**config.mk**
```make
export PLATFORM = sky130hd
export DESIGN_NAME = fifo_queue_with_match_delete
export DESIGN_NICKNAME = d
export VERILOG_FILES = /design/src/hdl/fqmd_pkg.sv /design/src/hdl/fifo_queue_with_match_delete.sv /design/src/hdl/fqmd_cell.sv
export SDC_FILE = /design/constraint.sdc
export NUM_CORES = 2
export LEC_CHECK = 0
export BUFFER_PORTS_ARGS = -buffer_cell sky130_fd_sc_hd__clkbuf_2
export CAP_MARGIN = 15
export CORE_MARGIN = 10
export CORE_UTILIZATION = 34
export CTS_CLUSTER_SIZE = 10
export DETAILED_ROUTE_END_ITERATION = 8
export PLACE_DENSITY = 0.53
export REMOVE_ABC_BUFFERS = 1
export SLEW_MARGIN = 30
export SYNTH_ARGS = -nofsm -noshare
export SYNTH_HDL_FRONTEND = slang
export SYNTH_SLANG_ARGS = --single-unit
export TNS_END_PERCENT = 30
```
**constraint.sdc**
```tcl
create_clock -name i_clk -period 10.4 [get_ports i_clk]
set_clock_uncertainty 0.2 [all_clocks]
set_input_delay 1.04 -clock i_clk [delete_from_list [all_inputs] [get_ports i_clk]]
set_output_delay 1.04 -clock i_clk [all_outputs]
set_load 0.02 [all_outputs]
```
**src/hdl/fqmd_pkg.sv**
```systemverilog
// shared types and constants for the match-delete queue
package fqmd_pkg;

    localparam int unsigned DefQueueDepth = 16;
    localparam int unsigned ResultLimit   = 16;
    localparam logic [31:0] MinusOneWord  = 32'hBF80_0000;

    localparam logic [2:0] ACT_PUSH      = 3'd0;
    localparam logic [2:0] ACT_POP       = 3'd1;
    localparam logic [2:0] ACT_REM_KEY   = 3'd2;
    localparam logic [2:0] ACT_REM_TOPIC = 3'd3;
    localparam logic [2:0] ACT_UPD_KEY   = 3'd4;
    localparam logic [2:0] ACT_GROUP     = 3'd5;

    // one queue entry
    typedef struct packed {
        logic [31:0] key;
        logic [3:0]  topic;
        logic [31:0] question;
        logic [15:0] ticket;
    } t_entry;

    // command broadcast to every cell
    typedef struct packed {
        logic        shift_en;   // remove-style step: cells may take from their neighbor
        logic        write_en;   // push: tail cell loads new entry
        logic        upd_en;     // update: first key match rewrites topic and question
        logic [31:0] key;
        logic [3:0]  topic;
        logic [31:0] question;
        logic [15:0] ticket;
    } t_cmd;

endpackage

```
**src/hdl/fifo_queue_with_match_delete.sv**
```systemverilog
// top level: chain of queue cells with a sequencer for commands and results
// Each item is decoded in the execute state against the whole row of cells, and its
// result item is registered; push, pop, remove by key and update give one result item.
// Remove by topic deletes one matching entry per cycle while the output is not stalled
// (the row closes one gap a cycle), then gives one result item. Group sends one result
// item per cycle while the output accepts, one per match up to sixteen. The next item is
// taken only after the last result item of the previous one has left.
// A stalled output holds the sequencer in place.
module fifo_queue_with_match_delete #(
    parameter int unsigned QUEUE_DEPTH = fqmd_pkg::DefQueueDepth
) (
    input  logic        i_clk,
    input  logic        i_rst_n,
    input  logic        s_axis_tvalid,
    output logic        s_axis_tready,
    // [2:0] action, [34:3] student_key, [38:35] topic_code, [70:39] question_word
    input  logic [71:0] s_axis_tdata,
    output logic        m_axis_tvalid,
    input  logic        m_axis_tready,
    // [0] status, [32:1] entry_key, [48:33] entry_ticket, [53:49] match_index,
    // [58:54] occupancy, [59] completed
    output logic [63:0] m_axis_tdata,
    output logic        m_axis_tlast
);
    import fqmd_pkg::*;

    localparam int unsigned CW = $clog2(QUEUE_DEPTH + 1);
    localparam int unsigned IW = $clog2(QUEUE_DEPTH);
    localparam logic [1:0] ST_IDLE = 2'd0;
    localparam logic [1:0] ST_EXEC = 2'd1;
    localparam logic [1:0] ST_OUT  = 2'd2;

    logic [1:0]  r_state;
    logic [2:0]  r_act;
    logic [31:0] r_key, r_q;
    logic [3:0]  r_topic;
    logic [CW-1:0] r_fill;
    logic [15:0] r_visited;
    logic        r_done;
    logic        r_any;      // remove-by-topic found something
    logic [QUEUE_DEPTH-1:0] r_gmask; // group: matches still to send
    logic [4:0]  r_gcnt;
    logic        r_ovld;
    logic [63:0] r_odata;
    logic        r_olast;

    t_cmd   w_cmd;
    t_entry w_ent [QUEUE_DEPTH];
    logic [QUEUE_DEPTH-1:0] w_occ, w_khit, w_thit, w_kfirst, w_take;
    logic        w_kany, w_tany;
    logic [IW-1:0] w_kpos, w_tpos, w_gpos;
    logic [QUEUE_DEPTH-1:0] w_gm, w_gfirst;
    logic        w_gany;

    // first-match priority over the row
    always_comb begin
        w_kfirst = '0; w_gfirst = '0;
        w_kany = 1'b0; w_tany = 1'b0; w_gany = 1'b0;
        w_kpos = '0; w_tpos = '0; w_gpos = '0;
        w_gm = (r_state == ST_OUT) ? r_gmask : w_thit;
        for (int i = 0; i < QUEUE_DEPTH; i++) begin
            w_occ[i] = (CW'(i) < r_fill);
            if (w_khit[i] && !w_kany) begin
                w_kfirst[i] = 1'b1; w_kany = 1'b1; w_kpos = IW'(i);
            end
            if (w_thit[i] && !w_tany) begin
                w_tany = 1'b1; w_tpos = IW'(i);
            end
            if (w_gm[i] && !w_gany) begin
                w_gfirst[i] = 1'b1; w_gany = 1'b1; w_gpos = IW'(i);
            end
        end
    end

    // cells at or after the removed slot take from their neighbor
    logic [IW-1:0] w_rpos;
    logic          w_rem;
    always_comb begin
        w_rem  = 1'b0;
        w_rpos = '0;
        if (r_state == ST_EXEC) begin
            case (r_act)
                ACT_POP:       begin w_rem = (r_fill != '0); w_rpos = '0; end
                ACT_REM_KEY:   begin w_rem = w_kany; w_rpos = w_kpos; end
                ACT_REM_TOPIC: begin w_rem = w_tany; w_rpos = w_tpos; end
                default:       ;
            endcase
        end
        for (int i = 0; i < QUEUE_DEPTH; i++) begin
            w_take[i] = w_rem && (IW'(i) >= w_rpos);
        end
    end

    assign w_cmd.shift_en = w_rem;
    assign w_cmd.write_en = (r_state == ST_EXEC) && (r_act == ACT_PUSH)
                            && (r_q != MinusOneWord) && (r_fill < CW'(QUEUE_DEPTH));
    assign w_cmd.upd_en   = (r_state == ST_EXEC) && (r_act == ACT_UPD_KEY);
    assign w_cmd.key      = r_key;
    assign w_cmd.topic    = r_topic;
    assign w_cmd.question = r_q;
    assign w_cmd.ticket   = r_visited + 16'(r_fill);

    // row of cells, each fed by its upper neighbor (the last one by itself)
    for (genvar g = 0; g < QUEUE_DEPTH; g++) begin : g_cell
        t_entry w_nx;
        if (g == QUEUE_DEPTH - 1) begin : g_end
            assign w_nx = w_ent[g];
        end else begin : g_mid
            assign w_nx = w_ent[g+1];
        end
        fqmd_cell u_cell (
            .i_clk      (i_clk),
            .i_occ      (w_occ[g]),
            .i_is_tail  (CW'(g) == r_fill),
            .i_take     (w_take[g]),
            .i_first_key(w_kfirst[g]),
            .i_cmd      (w_cmd),
            .i_next     (w_nx),
            .o_entry    (w_ent[g]),
            .o_key_hit  (w_khit[g]),
            .o_tq_hit   (w_thit[g])
        );
    end

    assign s_axis_tready = (r_state == ST_IDLE) && !r_ovld;
    assign m_axis_tvalid = r_ovld;
    assign m_axis_tdata  = r_odata;
    assign m_axis_tlast  = r_olast;

    wire w_ofree = !r_ovld || m_axis_tready;
    // execute step that stays busy instead of producing a result
    wire w_stay  = ((r_act == ACT_REM_TOPIC) && w_rem) || ((r_act == ACT_GROUP) && w_tany);
    // a new result item is loaded this cycle
    wire w_oset  = w_ofree && ((r_state == ST_OUT) || ((r_state == ST_EXEC) && !w_stay));

    // result word packer
    function automatic logic [63:0] pack(input logic st, input logic [31:0] k,
                                         input logic [15:0] t, input logic [4:0] ix,
                                         input logic [4:0] oc, input logic dn);
        pack = {4'd0, dn, oc, ix, t, k, st};
    endfunction

    // sequencer
    always_ff @(posedge i_clk) begin
        if (!i_rst_n) begin
            r_state <= ST_IDLE;
            r_fill <= '0; r_visited <= '0; r_done <= 1'b0;
            r_ovld <= 1'b0; r_any <= 1'b0;
        end else begin
            if (r_ovld && m_axis_tready && !w_oset) r_ovld <= 1'b0;
            unique case (r_state)
                ST_IDLE: begin
                    if (s_axis_tvalid && s_axis_tready) begin
                        r_act   <= s_axis_tdata[2:0];
                        r_key   <= s_axis_tdata[34:3];
                        r_topic <= s_axis_tdata[38:35];
                        r_q     <= s_axis_tdata[70:39];
                        r_any   <= 1'b0;
                        r_state <= ST_EXEC;
                    end
                end
                ST_EXEC: begin
                    if (w_ofree) begin
                        r_olast <= 1'b1;
                        if (!w_stay) r_state <= ST_IDLE;
                        case (r_act) inside
                            ACT_PUSH: begin
                                if (w_cmd.write_en) begin
                                    r_fill <= r_fill + 1'b1;
                                    r_done <= (r_visited == 16'(QUEUE_DEPTH));
                                    r_odata <= pack(1'b0, '0, '0, '0,
                                        5'(r_fill + 1'b1),
                                        r_visited == 16'(QUEUE_DEPTH));
                                end else begin
                                    r_odata <= pack(1'b1, '0, '0, '0, 5'(r_fill), r_done);
                                end
                                r_ovld <= 1'b1;
                            end
                            ACT_POP, ACT_REM_KEY: begin
                                if (w_rem) begin
                                    r_fill <= r_fill - 1'b1;
                                    r_visited <= r_visited + 1'b1;
                                    if (r_act == ACT_POP) begin
                                        r_done <= (r_fill == CW'(1));
                                        r_odata <= pack(1'b0, '0, '0, '0,
                                            5'(r_fill - 1'b1), r_fill == CW'(1));
                                    end else begin
                                        r_done <= (r_visited + 1'b1 == 16'(QUEUE_DEPTH));
                                        r_odata <= pack(1'b0, '0, '0, '0,
                                            5'(r_fill - 1'b1),
                                            r_visited + 1'b1 == 16'(QUEUE_DEPTH));
                                    end
                                end else begin
                                    r_odata <= pack(1'b1, '0, '0, '0, 5'(r_fill), r_done);
                                end
                                r_ovld <= 1'b1;
                            end
                            ACT_REM_TOPIC: begin
                                if (w_rem) begin
                                    // one removal per cycle while the output is not stalled, until no match remains
                                    r_fill <= r_fill - 1'b1;
                                    r_visited <= r_visited + 1'b1;
                                    r_any <= 1'b1;
                                    r_state <= ST_EXEC;
                                end else begin
                                    if (r_any) r_done <= (r_visited == 16'(QUEUE_DEPTH));
                                    r_odata <= pack(!r_any, '0, '0, '0, 5'(r_fill),
                                        r_any ? (r_visited == 16'(QUEUE_DEPTH)) : r_done);
                                    r_ovld <= 1'b1;
                                end
                            end
                            ACT_UPD_KEY: begin
                                r_odata <= pack(!w_kany, '0, '0, '0, 5'(r_fill), r_done);
                                r_ovld <= 1'b1;
                            end
                            ACT_GROUP: begin
                                if (w_tany) begin
                                    r_gmask <= w_thit;
                                    r_gcnt  <= '0;
                                    r_state <= ST_OUT;
                                end else begin
                                    r_odata <= pack(1'b1, '0, '0, '0, 5'(r_fill), r_done);
                                    r_ovld <= 1'b1;
                                end
                            end
                            default: begin
                                r_odata <= pack(1'b1, '0, '0, '0, 5'(r_fill), r_done);
                                r_ovld <= 1'b1;
                            end
                        endcase
                    end
                end
                ST_OUT: begin
                    // one group result per cycle while the output accepts, lowest pending match first
                    if (w_ofree) begin
                        automatic logic lst;
                        lst = ((r_gmask & ~w_gfirst) == '0)
                              || (r_gcnt == 5'(ResultLimit - 1));
                        r_odata <= pack(1'b0, w_ent[w_gpos].key, w_ent[w_gpos].ticket,
                                        5'(w_gpos), 5'(r_fill), r_done);
                        r_olast <= lst;
                        r_ovld  <= 1'b1;
                        r_gmask <= r_gmask & ~w_gfirst;
                        r_gcnt  <= r_gcnt + 1'b1;
                        if (lst) r_state <= ST_IDLE;
                    end
                end
                default: r_state <= ST_IDLE;
            endcase
        end
    end
endmodule

```
**src/hdl/fqmd_cell.sv**
```systemverilog
// one queue slot: holds an entry and compares it against the broadcast command
module fqmd_cell (
    input  logic            i_clk,
    input  logic            i_occ,       // this slot holds a live entry
    input  logic            i_is_tail,   // this slot is the first free one
    input  logic            i_take,      // load the entry from the next cell
    input  logic            i_first_key, // first key match in the row
    input  fqmd_pkg::t_cmd  i_cmd,
    input  fqmd_pkg::t_entry i_next,
    output fqmd_pkg::t_entry o_entry,
    output logic            o_key_hit,
    output logic            o_tq_hit
);
    import fqmd_pkg::*;

    t_entry r_entry;

    // compare against the broadcast fields
    assign o_key_hit = i_occ && (r_entry.key == i_cmd.key);
    assign o_tq_hit  = i_occ && (r_entry.topic == i_cmd.topic)
                             && (r_entry.question == i_cmd.question);
    assign o_entry   = r_entry;

    // load from neighbor, from the push port, or rewrite in place
    always_ff @(posedge i_clk) begin
        if (i_cmd.shift_en && i_take) begin
            r_entry <= i_next;
        end else if (i_cmd.write_en && i_is_tail) begin
            r_entry <= '{key: i_cmd.key, topic: i_cmd.topic,
                         question: i_cmd.question, ticket: i_cmd.ticket};
        end else if (i_cmd.upd_en && i_first_key) begin
            r_entry.topic    <= i_cmd.topic;
            r_entry.question <= i_cmd.question;
        end
    end
endmodule

```
**Yosys cells after proc, flatten, opt, wreduce, memory -nomap -nowiden**

Cells that the tools add are included.

- $add $sub $neg: 5
- Magnitude comparators: 34
- Equality and inequality tests: 92
- Multiplexer cells: 288
- Bitwise gates (word level): 5
- Reduce and logical (&&, ||, !) cells: 275

Operators by type and width:

| kind | number |
|---|---|
| 84-bit two-way mux | 17 |
| 36-bit two-way mux | 32 |
| 32-bit == test | 32 |
| 64-bit two-way mux | 10 |
| 32-bit two-way mux | 15 |
| 16-bit two-way mux | 27 |
| 84-bit binary-select mux with 4-bit select | 1 |
| 1-bit logical AND | 169 |
| 64-bit one-hot mux with 2 select lines | 1 |
| 60-bit two-way mux | 2 |
| 1-bit two-way mux | 107 |
| 4-bit two-way mux | 25 |
| 5-bit two-way mux | 13 |
| 4-bit == test | 16 |
| 1-bit zero test | 50 |
| 3-bit nonzero test | 16 |
| 4-bit by 5-bit == test with 1-bit output, first input constant | 8 |
| 4-bit by 5-bit less-than comparator with 1-bit output, first input constant | 8 |
| 2-bit nonzero test | 19 |
| 2-bit two-way mux | 18 |
| 3-bit two-way mux | 12 |
| 16-bit by 5-bit == test with 1-bit output, second input constant | 2 |
| 4-bit greater-or-equal comparator, first input constant | 8 |
| 32-bit != test, second input constant | 1 |
| 51 further kinds | 90 |

- Register bits after elaboration: 1527
- Bits of input ports: 76
- Output and inout bits: 67
- Word-level logic and storage cells: 777

**Logic depth before layout (Yosys ltp)**

- Depth in word-level cells: 68
- Depth in mapped cells: 19
- Mapped depth without buffers: 13

**Modules after synthesis**

A second synthesis with hierarchy kept.

- Cells, all modules: 5983
- Area total of the unflattened synthesis: 84633.7 um^2

Modules (own cells, without submodules):

| module | times used | cells an instance | area an instance (um^2) | sequential area each (um^2) |
|---|---|---|---|---|
| fqmd_cell | 16 | 274 | 4319.1 | 2522.4 |
| fifo_queue_with_match_delete | 1 | 1599 | 15527.4 | 5084.9 |

**Worst setup path before layout**

OpenSTA, ideal clock, no wires.

- Kind: register -> register
- From: register r_topic[1]
- To: register g_cell[8].u_cell.r_entry, in the netlist g_cell[8].u_cell.o_entry[16], enable pin
- Arrival: 8.234 ns
- Required time: 9.763 ns
- Path slack: 1.529 ns
- Cell stages (with the launch flop): 14
- Buffers on the path: 1
- Cell sequence: edfxtp_1 buf_2 xor2_1 or4_1 or4_1 or3_4 nor4bb_1 a311o_1 a22o_1 a32oi_2 nand2_2 or2_1 o31ai_1 o21bai_1

- Word-level cells in the longest chain between the ends: 55

RTL lines:

| item | line | source |
|---|---|---|
| start, declared | fifo_queue_with_match_delete.sv:36 | `logic [3:0] r_topic;` |
| start signal, assigned | fifo_queue_with_match_delete.sv:156 | `r_topic <= s_axis_tdata[38:35];` |
| 4-bit == test | fqmd_cell.sv:20 | `assign o_tq_hit = i_occ && (r_entry.topic == i_cmd.topic)` |
| 1-bit logical AND | fqmd_cell.sv:20 |  |
| 1-bit logical AND | fqmd_cell.sv:21 | `&& (r_entry.question == i_cmd.question);` |
| 1-bit two-way mux | fifo_queue_with_match_delete.sv:66 | `if (w_thit[i] && !w_tany) begin` |
| 1-bit zero test | fifo_queue_with_match_delete.sv:66 |  |
| 1-bit logical AND | fifo_queue_with_match_delete.sv:66 |  |
| 1-bit two-way mux | fifo_queue_with_match_delete.sv:66 |  |
| 1-bit zero test | fifo_queue_with_match_delete.sv:66 |  |
| [... 39 more ...] | - |  |
| 1-bit logical AND | fifo_queue_with_match_delete.sv:66 |  |
| 4-bit two-way mux | fifo_queue_with_match_delete.sv:66 |  |
| 4-bit one-hot mux with 2 select lines | fifo_queue_with_match_delete.sv:82 | `case (r_act)` |
| 4-bit two-way mux | fifo_queue_with_match_delete.sv:81 | `if (r_state == ST_EXEC) begin` |
| 4-bit greater-or-equal comparator | fifo_queue_with_match_delete.sv:90 | `w_take[i] = w_rem && (IW'(i) >= w_rpos);` |
| 1-bit logical AND | fifo_queue_with_match_delete.sv:90 |  |
| 1-bit logical AND (*) | fqmd_cell.sv:26 | `if (i_cmd.shift_en && i_take) begin` |
| 3-bit nonzero test (no line) (*) | - |  |
| end signal, assigned | fqmd_cell.sv:27 | `r_entry <= i_next;` |
| end signal, assigned | fqmd_cell.sv:29 | `r_entry <= '{key: i_cmd.key, topic: i_cmd.topic,` |
| end, declared | fqmd_cell.sv:16 | `t_entry r_entry;` |

Every way passes the cells marked *; elsewhere a longest branch is shown, timed or not.
A chain may end at the register's enable or synchronous reset.

**Worst setup path after layout**

- From: register r_fill[1]
- To: register g_cell[5].u_cell.r_entry, in the netlist g_cell[5].u_cell.o_entry[27], data pin

- Word-level cells in the longest chain between the ends: 55

RTL lines:

| item | line | source |
|---|---|---|
| start, declared | fifo_queue_with_match_delete.sv:37 | `logic [CW-1:0] r_fill;` |
| start signal, assigned | fifo_queue_with_match_delete.sv:169 | `r_fill <= r_fill + 1'b1;` |
| start signal, assigned | fifo_queue_with_match_delete.sv:181 | `r_fill <= r_fill - 1'b1;` |
| start signal, assigned | fifo_queue_with_match_delete.sv:201 | `r_fill <= r_fill - 1'b1;` |
| 1-bit by 5-bit less-than comparator with 1-bit output | fifo_queue_with_match_delete.sv:62 | `w_occ[i] = (CW'(i) < r_fill);` |
| 1-bit logical AND | fqmd_cell.sv:20 |  |
| 1-bit logical AND | fqmd_cell.sv:21 |  |
| 1-bit two-way mux | fifo_queue_with_match_delete.sv:66 |  |
| 1-bit zero test | fifo_queue_with_match_delete.sv:66 |  |
| 1-bit logical AND | fifo_queue_with_match_delete.sv:66 |  |
| 1-bit two-way mux | fifo_queue_with_match_delete.sv:66 |  |
| 1-bit zero test | fifo_queue_with_match_delete.sv:66 |  |
| [... 39 more ...] | - |  |
| 1-bit logical AND | fifo_queue_with_match_delete.sv:66 |  |
| 4-bit two-way mux | fifo_queue_with_match_delete.sv:66 |  |
| 4-bit one-hot mux with 2 select lines | fifo_queue_with_match_delete.sv:82 |  |
| 4-bit two-way mux | fifo_queue_with_match_delete.sv:81 |  |
| 3-bit by 4-bit greater-or-equal comparator with 1-bit output | fifo_queue_with_match_delete.sv:90 |  |
| 1-bit logical AND | fifo_queue_with_match_delete.sv:90 |  |
| 1-bit logical AND | fqmd_cell.sv:26 |  |
| 84-bit two-way mux (*) | fqmd_cell.sv:26 |  |
| end signal, assigned | fqmd_cell.sv:27 |  |
| end signal, assigned | fqmd_cell.sv:29 |  |
| end, declared | fqmd_cell.sv:16 |  |

Marks and branches as above.

==> impl_metrics.json <==
{
  "async_reset_ff_share_pct": 0,
  "cts_buffer_depth": 3,
  "cts_tree": "done",
  "postCtsSetupRepairBufs": 0,
  "sequentialPowerShare_pct": 48.5,
  "layout_commonest_cell": "nand2_1",
  "area_growth_pct": 11.40,
  "power_density_nw_per_um2": 145.6,
  "start_util_pct": 34.23,
  "p_comb_share_pct": 8.3,
  "cp.required_ps": 10770,
  "path_cells": "inv_1, ha_1, o21ai_0, buf_4, nand4_1, nor4_1, buf_4, a41oi_1, nand4_1, o31ai_1, nand3_1, nand2b_4, buf_4, a21o_4, buf_4, mux2_2",
  "dp.cells": 10920,
  "cp-end-kind": "flip-flop",
  "stdcell_area_sq_um": 97080,
  "max_freq_mhz": 119.3,
  "final_cells": 11230,
  "cts_resized": 0,
  "synth_area_per_cell_sq_um": 11.08,
  "criticalPathCategory": "reg2reg",
  "drc": 0,
  "dieWidth_um": 526.3,
  "setup_violations": 0,
  "slowest_stage": "o31ai_1",
  "maxCapViolations": 0,
  "rows": 185,
  "place.gp.congestion": 0.9564,
  "swShare_pct": 24.61,
  "cts_max_level": 4,
  "hold_buffers": 0,
  "crit_path_start_kind": "flip-flop",
  "chipHeight_um": 526.3,
  "slew_headroom_pct": 26.73,
  "drive_gt1_share_pct": 20.89,
  "grt.overflow.total": 0,
  "firstDrtPassIters": 5,
  "drt-total-wl_um": 325400,
  "ir_worst_vdd_uv": 177.4,
  "power.switching_mw": 3.479,
  "ys_warn_count": 0,
  "coreArea_sq_um": 254600,
  "hold_violations": 0,
  "crit_fanout": 53,
  "synthDistinctLibCells": 85,
  "p_leak_nw": 32.72,
  "grt_pass1_wl_um": 459900,
  "fin_crit_sh_pct": 80.57,
  "ios": 143,
  "postSynthCellCount": 7866,
  "intPower_mw": 10.65,
  "cts.clk_slew.worst_paths_ps": 60,
  "min-delay-path-class": "in2reg",
  "grt_usage_pct": 22.43,
  "status": "completed",
  "clock_latency_ps": 850,
  "io_buffer_count": 136,
  "final_cell_mix": "1507 x nand2_1, 1496 x edfxtp_1, 942 x mux2_2",
  "synth_seq_cells": 1522,
  "yosysSeqAreaShare_pct": 52.15,
  "slew_viol_final": 0,
  "p_clk_share_pct": 43.3,
  "clock_sinks": 1522,
  "cpPeakStageDelay_ps": 890,
  "drt-wirelength-per-cell_um": 28.97,
  "drtAntennaViolNets": 0,
  "ys.flop_type": "edfxtp_1",
  "root_buffer": "clkbuf_16",
  "vias_per_cell": 5.670,
  "num_vias": 63680,
  "worst_ep_arrival_time_ps": 8750,
  "grt_max_degree": 142,
  "syn_area_sq_um": 87140,
  "grt_pass1_vias": 61360,
  "period_needed_ps": 8379,
  "placed_area_sq_um": 91520,
  "dp_hpwl_um": 226700,
  "tightest_slew_ps": 1088,
  "dieArea_sq_um": 277000,
  "rsz0062_at_grt": "no",
  "cts_buffers": 186,
  "fin_nets": 7841,
  "antenna_found_initial": 9,
  "drt_iter0_drc": 7678,
  "crit_top_cell": "buf_4",
  "synth_edf_count": 1496
}
synth_stat cells (15+ instances only):
| master | count | area share [%] |
|---|---|---|
| ha_1 | 17 | 0.24 |
| a21oi_1 | 351 | 2.0 |
| inv_1 | 32 | 0.14 |
| a31oi_1 | 20 | 0.14 |
| and3_1 | 34 | 0.24 |
| nand2b_1 | 21 | 0.15 |
| nor2_1 | 234 | 1.0 |
| nand4b_1 | 25 | 0.25 |
| a311oi_1 | 16 | 0.16 |
| o21ai_0 | 211 | 1.2 |
| buf_4 | 21 | 0.18 |
| nand2_1 | 1513 | 6.5 |
| xor2_1 | 555 | 5.6 |
| nor2b_1 | 15 | 0.11 |
| buf_2 | 188 | 1.1 |
| or3_1 | 25 | 0.18 |
| or4_1 | 19 | 0.16 |
| a21o_1 | 22 | 0.19 |
| dfxtp_1 | 26 | 0.60 |
| and2_1 | 37 | 0.27 |
| o2111ai_1 | 47 | 0.47 |
| edfxtp_1 | 1496 | 52 |
| xnor2_1 | 577 | 5.8 |
| buf_1 | 38 | 0.16 |
| nor3_1 | 59 | 0.34 |
| nand4_1 | 256 | 1.8 |
| nor4_1 | 258 | 1.9 |
| nand3_1 | 176 | 1.0 |
| mux2i_1 | 16 | 0.18 |
| clkbuf_1 | 393 | 1.7 |
| mux2_2 | 942 | 12 |
| mux2_4 | 38 | 0.65 |
through the flow:
step,util [%],setup TNS [ps],worst slack [ps],hold WS [ps],power [mW]
floorplan,-,-2968210,-8867,254.7,7.680
global placement,35.84,0,2321,269.8,8.111
detailed placement,35.95,0,2305,279.4,8.118
CTS,38.10,0,2331,106.3,14.23
global route,38.13,0,1775,123.7,14.55
finish,38.13,0,2021,164.9,14.13
power groups by stage:
stage / registers [mW] / clock network (mW) / logic, mW
4_1_cts: 6.85 / 6.23 / 1.15
3_3_place_gp: 6.98 / 0 / 1.13
5_1_grt: 6.85 / 6.46 / 1.24
6_report: 6.85 / 6.11 / 1.17
3_5_place_dp: 6.98 / 0 / 1.14
2_1_floorplan: 7.11 / 0 / 0.567
final timing paths:
path,endpoint,cells past startpoint,slack [ps],start
max,g_cell[5].u_cell.o_entry[27],16,2020,r_fill[1]
min reg2reg,r_state[0],2,290,r_state[0]
min,r_act[1],1,160,s_axis_tdata[1]
max reg2reg,g_cell[5].u_cell.o_entry[27],16,2020,r_fill[1]
critical path, delay by kind of cell, from the launching register on:
kind | cells | cell delay, ps
multiplexers | 1 | 420
adder cells (fa/ha/maj) | 1 | 310
AND/OR/NAND/NOR | 5 | 1550
flip-flops | 1 | 530
AO/OA/AOI/OAI | 4 | 2560
buffers and inverters | 5 | 2410
registers in the layout (all words and copies together) (netlist names), 2 cells and up:
signal	cells
r_gmask	16
r_gcnt	5
r_state	2
r_topic	4
r_key	32
r_act	3
m_axis_tdata	59
g_cell.u_cell.o_entry	1344
r_q	32
r_visited	16
r_fill	5
area by class of cell:
| cell class | instances | area (sq um) |
|---|---|---|
| multi-input combinational | 5671 | 39360 |
| fill | 24790 | 157500 |
| clock inverter | 48 | 500.5 |
| timing repair buffer | 334 | 2456 |
| antenna | 4 | 10.01 |
| tap | 3366 | 4212 |
| clock buffer | 255 | 4976 |
| inverter | 32 | 120.1 |
| sequential | 1522 | 45440 |
logic make-up (layout without fill, tap and decap cells):
group	after synthesis	in the layout	share of synthesized area, %
AOI/OAI and AO/OA	770	770	5.190
xor gates and xnor gates	1132	1132	11.38
adders and majority gates	18	18	0.2670
buffers and inverters	677	669	3.319
DFF	1522	1522	52.15
muxes	996	996	13.01
other	1	9	0.004303
and+or+nand+nor	2750	2750	14.68
metal layers:
metal | part of all wire, % | wire length (um) | GRT usage, % | up-vias
met5 | 0 | 0 | 0 | -
met4 | 4.6 | 15120 | 9.435 | 0
met3 | 7.9 | 25680 | 4.141 | 581
met2 | 44 | 143000 | 33.94 | 2961
met1 | 44 | 141600 | 31.43 | 32040
li1 | - | - | - | 28100
Note: power is estimated with default switching activity, not from simulation.
